File: config.mk
export PLATFORM = sky130hd
export DESIGN_NAME = mqtt_fixed_header_framer_top_flat
export DESIGN_NICKNAME = d
export VERILOG_FILES = /design/src/mfhf_pkg.sv /design/src/mfhf_in_if.sv /design/src/mfhf_out_if.sv /design/src/mfhf_step.sv /design/src/mqtt_fixed_header_framer_top.sv /design/src/flat_wrapper.sv
export VERILOG_INCLUDE_DIRS = /design/src /design/src/src
export SDC_FILE = /design/constraint.sdc
export NUM_CORES = 1
export LEC_CHECK = 0
export ABC_AREA = 1
export BUFFER_PORTS_ARGS = -buffer_cell sky130_fd_sc_hd__buf_2
export CORE_AREA = 2 2 144 146
export DETAILED_ROUTE_END_ITERATION = 10
export DIE_AREA = 0 0 146 148
export PLACE_DENSITY_LB_ADDON = 0.25
export SLEW_MARGIN = 10
export SYNTH_ARGS = -nofsm -noshare
export SYNTH_HDL_FRONTEND = slang
export SYNTH_SLANG_ARGS = --single-unit
File: constraint.sdc
create_clock -name clk_i -period 3.6 [get_ports clk_i]
set_input_delay 0.54 -clock clk_i [delete_from_list [all_inputs] [get_ports clk_i]]
set_output_delay 0.54 -clock clk_i [all_outputs]
set_load 0.01 [all_outputs]
File: src/mqtt_fixed_header_framer_top_macros.svh
`ifndef MQTT_FIXED_HEADER_FRAMER_TOP_MACROS_SVH
`define MQTT_FIXED_HEADER_FRAMER_TOP_MACROS_SVH

// checked only outside reset
`define MFHF_ASSERT_RST(lbl, prop, msg) \
  lbl: assert property (@(posedge clk_i) disable iff (!rst_ni) prop) else $error(msg);

// checked at every edge, reset included
`define MFHF_ASSERT_ANY(lbl, prop, msg) \
  lbl: assert property (@(posedge clk_i) prop) else $error(msg);

`endif

File: src/mfhf_pkg.sv
package mfhf_pkg;

  localparam int unsigned MAX_LENGTH_BYTES = 4;
  localparam int unsigned LEN_W = 28;

  localparam logic [3:0] TYPE_RESERVED = 4'h0;
  localparam logic [3:0] TYPE_INVALID  = 4'hF;

  typedef enum logic [1:0] {
    PH_TYPE = 2'd0,
    PH_LEN  = 2'd1,
    PH_BODY = 2'd2,
    PH_DROP = 2'd3
  } phase_e;

  typedef enum logic [1:0] {
    ROLE_TYPE = 2'd0,
    ROLE_LEN  = 2'd1,
    ROLE_BODY = 2'd2,
    ROLE_DROP = 2'd3
  } role_e;

  typedef enum logic [1:0] {
    ERR_NONE     = 2'd0,
    ERR_UNKNOWN  = 2'd1,
    ERR_BAD_LEN  = 2'd2
  } err_e;

  typedef struct packed {
    phase_e             phase;
    logic [3:0]         ptype;
    logic [3:0]         flags;
    logic [LEN_W-1:0]   acc;
    logic [2:0]         cnt;
    logic [LEN_W-1:0]   left;
  } state_t;

  typedef struct packed {
    role_e              role;
    logic [3:0]         ptype;
    logic [3:0]         flags;
    logic [LEN_W-1:0]   rlen;
    logic               len_valid;
    logic [7:0]         data;
    logic               pend;
    err_e               err;
  } result_t;

  localparam state_t STATE_RESET = '{
    phase: PH_TYPE,
    ptype: 4'h0,
    flags: 4'h0,
    acc:   '0,
    cnt:   3'd0,
    left:  '0
  };

endpackage

File: src/mfhf_in_if.sv
interface mfhf_in_if;
  logic       valid;
  logic       ready;
  logic [7:0] data_byte;
  logic       start_of_connection;

  modport source (output valid, output data_byte, output start_of_connection, input ready);
  modport sink   (input valid, input data_byte, input start_of_connection, output ready);
endinterface

File: src/mfhf_out_if.sv
interface mfhf_out_if;
  logic        valid;
  logic        ready;
  logic [1:0]  byte_role;
  logic [3:0]  msg_type;
  logic [3:0]  header_flags;
  logic [27:0] remaining_length;
  logic        length_valid;
  logic [7:0]  body_data;
  logic        packet_end;
  logic [1:0]  error_code;

  modport source (
    output valid, output byte_role, output msg_type, output header_flags,
    output remaining_length, output length_valid, output body_data,
    output packet_end, output error_code, input ready
  );
  modport sink (
    input valid, input byte_role, input msg_type, input header_flags,
    input remaining_length, input length_valid, input body_data,
    input packet_end, input error_code, output ready
  );
endinterface

File: src/mfhf_step.sv
module mfhf_step
  import mfhf_pkg::*;
(
  input  state_t     state_i,
  input  logic [7:0] data_i,
  input  logic       soc_i,
  output state_t     state_o,
  output result_t    res_o
);

  state_t           s;
  state_t           nxt;
  result_t          res;
  logic [LEN_W-1:0] shifted;
  logic [LEN_W-1:0] acc_sum;

  always_comb begin
    case (s.cnt[1:0])
      2'd0:    shifted = {21'd0, data_i[6:0]};
      2'd1:    shifted = {14'd0, data_i[6:0], 7'd0};
      2'd2:    shifted = {7'd0, data_i[6:0], 14'd0};
      default: shifted = {data_i[6:0], 21'd0};
    endcase
    acc_sum = s.acc + shifted;
  end

  always_comb begin
    s   = soc_i ? STATE_RESET : state_i;
    nxt = s;
    res = '{role: ROLE_TYPE, ptype: 4'h0, flags: 4'h0, rlen: '0, len_valid: 1'b0,
            data: data_i, pend: 1'b0, err: ERR_NONE};
    case (s.phase)
      PH_TYPE: begin
        nxt.ptype = data_i[7:4];
        nxt.flags = data_i[3:0];
        nxt.acc   = '0;
        nxt.cnt   = 3'd0;
        nxt.left  = '0;
        if (data_i[7:4] inside {TYPE_RESERVED, TYPE_INVALID}) begin
          res.err   = ERR_UNKNOWN;
          nxt.phase = PH_DROP;
        end else begin
          nxt.phase = PH_LEN;
        end
      end
      PH_LEN: begin
        res.role = ROLE_LEN;
        if (s.cnt >= 3'(MAX_LENGTH_BYTES)) begin
          res.err   = ERR_BAD_LEN;
          nxt.phase = PH_DROP;
        end else begin
          nxt.acc = acc_sum;
          nxt.cnt = 3'(s.cnt + 3'd1);
          if (!data_i[7]) begin
            res.len_valid = 1'b1;
            res.rlen      = acc_sum;
            if (acc_sum == '0) begin
              res.pend  = 1'b1;
              nxt.phase = PH_TYPE;
            end else begin
              nxt.left  = acc_sum;
              nxt.phase = PH_BODY;
            end
          end
        end
      end
      PH_BODY: begin
        res.role      = ROLE_BODY;
        res.len_valid = 1'b1;
        res.rlen      = s.acc;
        nxt.left      = s.left - LEN_W'(1);
        if (nxt.left == '0) begin
          res.pend  = 1'b1;
          nxt.phase = PH_TYPE;
        end
      end
      default: begin
        res.role = ROLE_DROP;
      end
    endcase
    res.ptype = nxt.ptype;
    res.flags = nxt.flags;
  end

  assign state_o = nxt;
  assign res_o   = res;

endmodule

File: src/mqtt_fixed_header_framer_top.sv
// Each result is registered and appears in the cycle after its byte is transferred in.
// Throughput: one byte per cycle; the single result register stalls the
// input only while it holds a result the sink has not taken.
// Reset (rst_ni low, asynchronous): framer returns to expecting a type byte,
// all counters cleared, output register empty.
`include "mqtt_fixed_header_framer_top_macros.svh"

module mqtt_fixed_header_framer_top
  import mfhf_pkg::*;
(
  input  logic              clk_i,
  input  logic              rst_ni,
  mfhf_in_if.sink           in_i,
  mfhf_out_if.source        out_o
);

  state_t  state_q, state_d;
  result_t res_q, res_d;
  logic    out_valid_q;
  logic    in_xfer;

  assign in_i.ready = !out_valid_q || out_o.ready;
  assign in_xfer    = in_i.valid && in_i.ready;

  mfhf_step u_step (
    .state_i (state_q),
    .data_i  (in_i.data_byte),
    .soc_i   (in_i.start_of_connection),
    .state_o (state_d),
    .res_o   (res_d)
  );

  always_ff @(posedge clk_i or negedge rst_ni) begin
    if (!rst_ni) begin
      state_q     <= STATE_RESET;
      out_valid_q <= 1'b0;
    end else begin
      if (in_xfer) begin
        state_q     <= state_d;
        out_valid_q <= 1'b1;
      end else if (out_o.ready) begin
        out_valid_q <= 1'b0;
      end
    end
  end

  always_ff @(posedge clk_i) begin
    if (in_xfer) begin
      res_q <= res_d;
    end
  end

  assign out_o.valid            = out_valid_q;
  assign out_o.byte_role        = res_q.role;
  assign out_o.msg_type         = res_q.ptype;
  assign out_o.header_flags     = res_q.flags;
  assign out_o.remaining_length = res_q.rlen;
  assign out_o.length_valid     = res_q.len_valid;
  assign out_o.body_data        = res_q.data;
  assign out_o.packet_end       = res_q.pend;
  assign out_o.error_code       = res_q.err;

  `MFHF_ASSERT_RST(a_err_role,
    out_o.valid && (out_o.error_code != ERR_NONE) |->
      (out_o.byte_role == ROLE_TYPE) || (out_o.byte_role == ROLE_LEN),
    "error flagged on a body or dropped byte")
  `MFHF_ASSERT_RST(a_end_len,
    out_o.valid && out_o.packet_end |-> out_o.length_valid,
    "packet end without a complete length")
  `MFHF_ASSERT_RST(a_drop_stays,
    in_xfer && !in_i.start_of_connection && (state_q.phase == PH_DROP) |=>
      out_o.valid && (out_o.byte_role == ROLE_DROP),
    "byte not dropped after error")
  `MFHF_ASSERT_ANY(a_rst_empty,
    !rst_ni |-> !out_o.valid,
    "result pending during reset")

endmodule
File: src/flat_wrapper.sv
// flat-port wrapper written by rule: the top's interface ports become plain ports
module mqtt_fixed_header_framer_top_flat import mfhf_pkg::*;
  (clk_i, rst_ni, in_i_valid, in_i_data_byte, in_i_start_of_connection, in_i_ready, out_o_valid, out_o_byte_role, out_o_msg_type, out_o_header_flags, out_o_remaining_length, out_o_length_valid, out_o_body_data, out_o_packet_end, out_o_error_code, out_o_ready);
  mfhf_in_if in_i_i ();
  mfhf_out_if out_o_i ();
  input  logic clk_i;
  input  logic rst_ni;
  input wire logic [$bits(in_i_i.valid)-1:0] in_i_valid;
  input wire logic [$bits(in_i_i.data_byte)-1:0] in_i_data_byte;
  input wire logic [$bits(in_i_i.start_of_connection)-1:0] in_i_start_of_connection;
  output wire logic [$bits(in_i_i.ready)-1:0] in_i_ready;
  output wire logic [$bits(out_o_i.valid)-1:0] out_o_valid;
  output wire logic [$bits(out_o_i.byte_role)-1:0] out_o_byte_role;
  output wire logic [$bits(out_o_i.msg_type)-1:0] out_o_msg_type;
  output wire logic [$bits(out_o_i.header_flags)-1:0] out_o_header_flags;
  output wire logic [$bits(out_o_i.remaining_length)-1:0] out_o_remaining_length;
  output wire logic [$bits(out_o_i.length_valid)-1:0] out_o_length_valid;
  output wire logic [$bits(out_o_i.body_data)-1:0] out_o_body_data;
  output wire logic [$bits(out_o_i.packet_end)-1:0] out_o_packet_end;
  output wire logic [$bits(out_o_i.error_code)-1:0] out_o_error_code;
  input wire logic [$bits(out_o_i.ready)-1:0] out_o_ready;
  assign in_i_i.valid = in_i_valid;
  assign in_i_i.data_byte = in_i_data_byte;
  assign in_i_i.start_of_connection = in_i_start_of_connection;
  assign in_i_ready = in_i_i.ready;
  assign out_o_valid = out_o_i.valid;
  assign out_o_byte_role = out_o_i.byte_role;
  assign out_o_msg_type = out_o_i.msg_type;
  assign out_o_header_flags = out_o_i.header_flags;
  assign out_o_remaining_length = out_o_i.remaining_length;
  assign out_o_length_valid = out_o_i.length_valid;
  assign out_o_body_data = out_o_i.body_data;
  assign out_o_packet_end = out_o_i.packet_end;
  assign out_o_error_code = out_o_i.error_code;
  assign out_o_i.ready = out_o_ready;
  mqtt_fixed_header_framer_top u_core (.clk_i(clk_i), .rst_ni(rst_ni), .in_i(in_i_i), .out_o(out_o_i));
endmodule
==> flow_summary.toml <==
[run_status]
status = "complete, no violations"

[synthesis]
synth_area_um2 = 9830
postSynth.asyncResetShare_pct = 58.3
yosysTopAreaCell = "nand2_1"
synth_area_per_cell_um2 = 6.42
syn_inst = 1530
yosys_warnings = 0
ys_ff_latch = 120
synthFlopType = "dfrtp_1"
synth_edf_count = 50
synth_area_leaders = "nand2_1 19%, dfrtp_1 18%, edfxtp_1 15%"
synth_fp_nets = 1577
ys_types = 46
yosysTopAreaCellShare_pct = 18.6
ys_seq_area_share_pct = 33.1

[pwr]
total_power_w = 0.00615
leakagePower_nw = 6.48
ir_drop_uv = 369
power_per_cell_area_nw_per_um2 = 499

[die]
die-area_um2 = 21600
fp.dieW_um = 146
die_h_um = 148
fp-row-count = 52
initial_core_util_pct = 49.0
core_area_um2 = 20000
io_pins = 65

[routing]
firstDrtPassIters = 6
vias_per_cell = 5.40
drt_iter0_drc = 1037
drc = 0
wire_per_inst_um = 16.3
vias = 10700
m1WireLength_um = 14100
antenna_left = 0
drt-total-wl_um = 32400
top_layer = "met4"
wl_met2_um = 14700
wl_met3_um = 2220

[final_layout]
nNetsFinal = 1756
fin_area_um2 = 12300
diodes = 0
drive_gt1_share_pct = 19.7
fill_cells = 1879
area_growth_pct = 25.4
stdcell_count = 1992
layout_common_cells = "468 x nand2_1, 228 x inv_1, 144 x nor2_1"
final_core_util_pct = 61.5
final_common_cell = "nand2_1"

[setup_path]
critPathKind = "flip-flop to flip-flop"
endpoint_kind = "flip-flop"
cp-start-kind = "flip-flop"
required_ns = 3.91
critPathLaunch = "u_core.state_q[28]"
cp_max_fo = 7
r2r_start = "u_core.state_q[28]"
cp.arrival_ns = 3.84

[sta]
fin_skew_ns = 0.0125
timing.fmax_mhz = 283
slew_viol_final = 0
hold_viol = 0
setup_ws_ns = 0.0708
min_period_over_period_pct = 98.0
slew_headroom_pct = 32.6
final-setup-viol-count = 0
worstMarginPinSlew_ns = 1.01
period_minus_slack_ns = 3.53

[cts]
clkLatencyLatePin_ns = 0.43
clock_path_buffers = 2
clkTransAtPathRegs_ns = 0.06
cts_tree = "done"
cts_htree_levels = 4
postCtsHoldBufs = 0
root_buffer = "clkbuf_16"
numCtsBuffers = 17
cts.sinks = 120

[placed_design]
place_area_um2 = 11300
place.gp.congestion = 0.969
dp_cells = 1946
dp_worst_setup_slack_ns = -0.243
port_buffers = 64
hpwl_um = 22900

[global_routing]
antenna_found_initial = 0
grt_max_degree = 71
grt-ovfl-total = 0
grt_pass1_wl_um = 50200
track_usage_pct = 29.4
grt_pass1_vias = 9654

[run]
cap_violations = 0

[hold_path]
hold_path.class = "input port to asynchronous set/reset pin"
-- logic make-up after synthesis --
logic type	count (synthesis)	synth area share, %
AND/OR/NAND/NOR	835	35.7
buffers and inverters	301	12.0
AO/OA/AOI/OAI	217	12.7
flip-flops	120	33.1
adder cells (fa/ha/maj)	34	4.40
XOR/XNOR	23	2.05
-- flip-flops by register name (all words and copies together), names as in the netlist --
signal	cells
u_core.out_o.length_valid	1
u_core.out_o.packet_end	1
u_core.out_o.msg_type	4
u_core.state_q	69
u_core.out_o.body_data	8
u_core.out_o.valid	1
u_core.out_o.byte_role	2
u_core.out_o.error_code	2
u_core.out_o.header_flags	4
u_core.out_o.remaining_length	28
-- per-layer routing --
| layer | vias to the layer above | GRT usage, % |
|---|---|---|
| met5 | - | 0 |
| met4 | 0 | 12.2 |
| met3 | 83 | 4.38 |
| met2 | 472 | 47.9 |
| met1 | 4943 | 39.4 |
| li1 | 5250 | - |
-- worst max-delay path, stage by stage, from the launching register on --
cell and delay (ns):
dfrtp_1 0.39, nand2_2 0.08, inv_2 0.06, buf_4 0.14, nand2_1 0.11, buf_12 0.13
nor2_1 0.04, ha_1 0.38, nand2_2 0.11, nor2_4 0.17, and2_1 0.15, nand2_1 0.09
nand2_1 0.12, nand2_1 0.09, nand2_1 0.09, nand2_1 0.05, nand2_1 0.11, nand3_1 0.13
nor2_1 0.15, nand2_2 0.16, nand2_4 0.16, buf_12 0.14, nand2_1 0.06, nand2_2 0.07
nand3_2 0.07, nand2_1 0.10, nand2_1 0.06
-- layout make-up --
cell class	instances	area [µm²]	share of cell area, %
multi-input combinational	1109	5580	45.3
tap	270	338	2.74
clock inverter	11	155	1.26
inverter	248	931	7.55
clock buffer	21	503	4.08
timing repair buffer	213	1570	12.7
sequential	120	3250	26.4
-- synthesized netlist by cell type, types with 4 or more instances --
library cell  count
nand2_1         486
inv_1           235
nor2_1          156
nand3_1         116
a21oi_1         110
dfrtp_1          70
edfxtp_1         50
o21ai_0          37
clkbuf_1         35
ha_1             33
xor2_1           21
o22ai_1          19
nand4_1          16
a22oi_1          13
nand2_2          13
o211ai_1         13
nor3_1           10
inv_2             9
nor2_2            9
o221ai_1          8
and2_1            6
buf_1             6
buf_2             6
buf_6             5
clkinv_1          4
nand2_4           4
nand3b_1          4
o32ai_1           4
-- path summary, 6_finish.rpt --
check | end | slack (ns) | depth (start not counted)
hold / removal | u_core.state_q[62] | 0.27 | 1
max in group asynchronous | u_core.state_q[18] | 2.66 | 1
setup reg to reg | u_core.state_q[68] | 0.07 | 26
hold reg to reg | u_core.state_q[1] | 0.48 | 2
min in group clk_i | u_core.out_o.body_data[1] | 0.30 | 1
setup / recovery | u_core.state_q[68] | 0.07 | 26
-- repair_timing --
| action | CTS | global route |
|---|---|---|
| setup buffers | 0 | 10 |
| resized for setup | 1 | 61 |
| pin swaps | 0 | 25 |
| cloned | 0 | 4 |
| endpoints found under the setup margin | 10 | 30 |
-- stage by stage --
step,setup TNS [ns],hold slack (ns)
3_5_place_dp,-4.36,0.465
3_3_place_gp,-1.45,0.463
5_1_grt,-0.311,0.305
4_1_cts,0,0.303
6_report,0,0.268
2_1_floorplan,0,0.244
-- power by group --
| group | switching, W | leakage (nW) | internal [W] | total, W |
|---|---|---|---|---|
| Combinational | 0.00160 | 4.76 | 0.000889 | 0.00249 |
| Clock | 0.000709 | 0.321 | 0.00122 | 0.00193 |
| Sequential | 0.000104 | 1.41 | 0.00163 | 0.00174 |
Power figures use the tool's default switching activity.
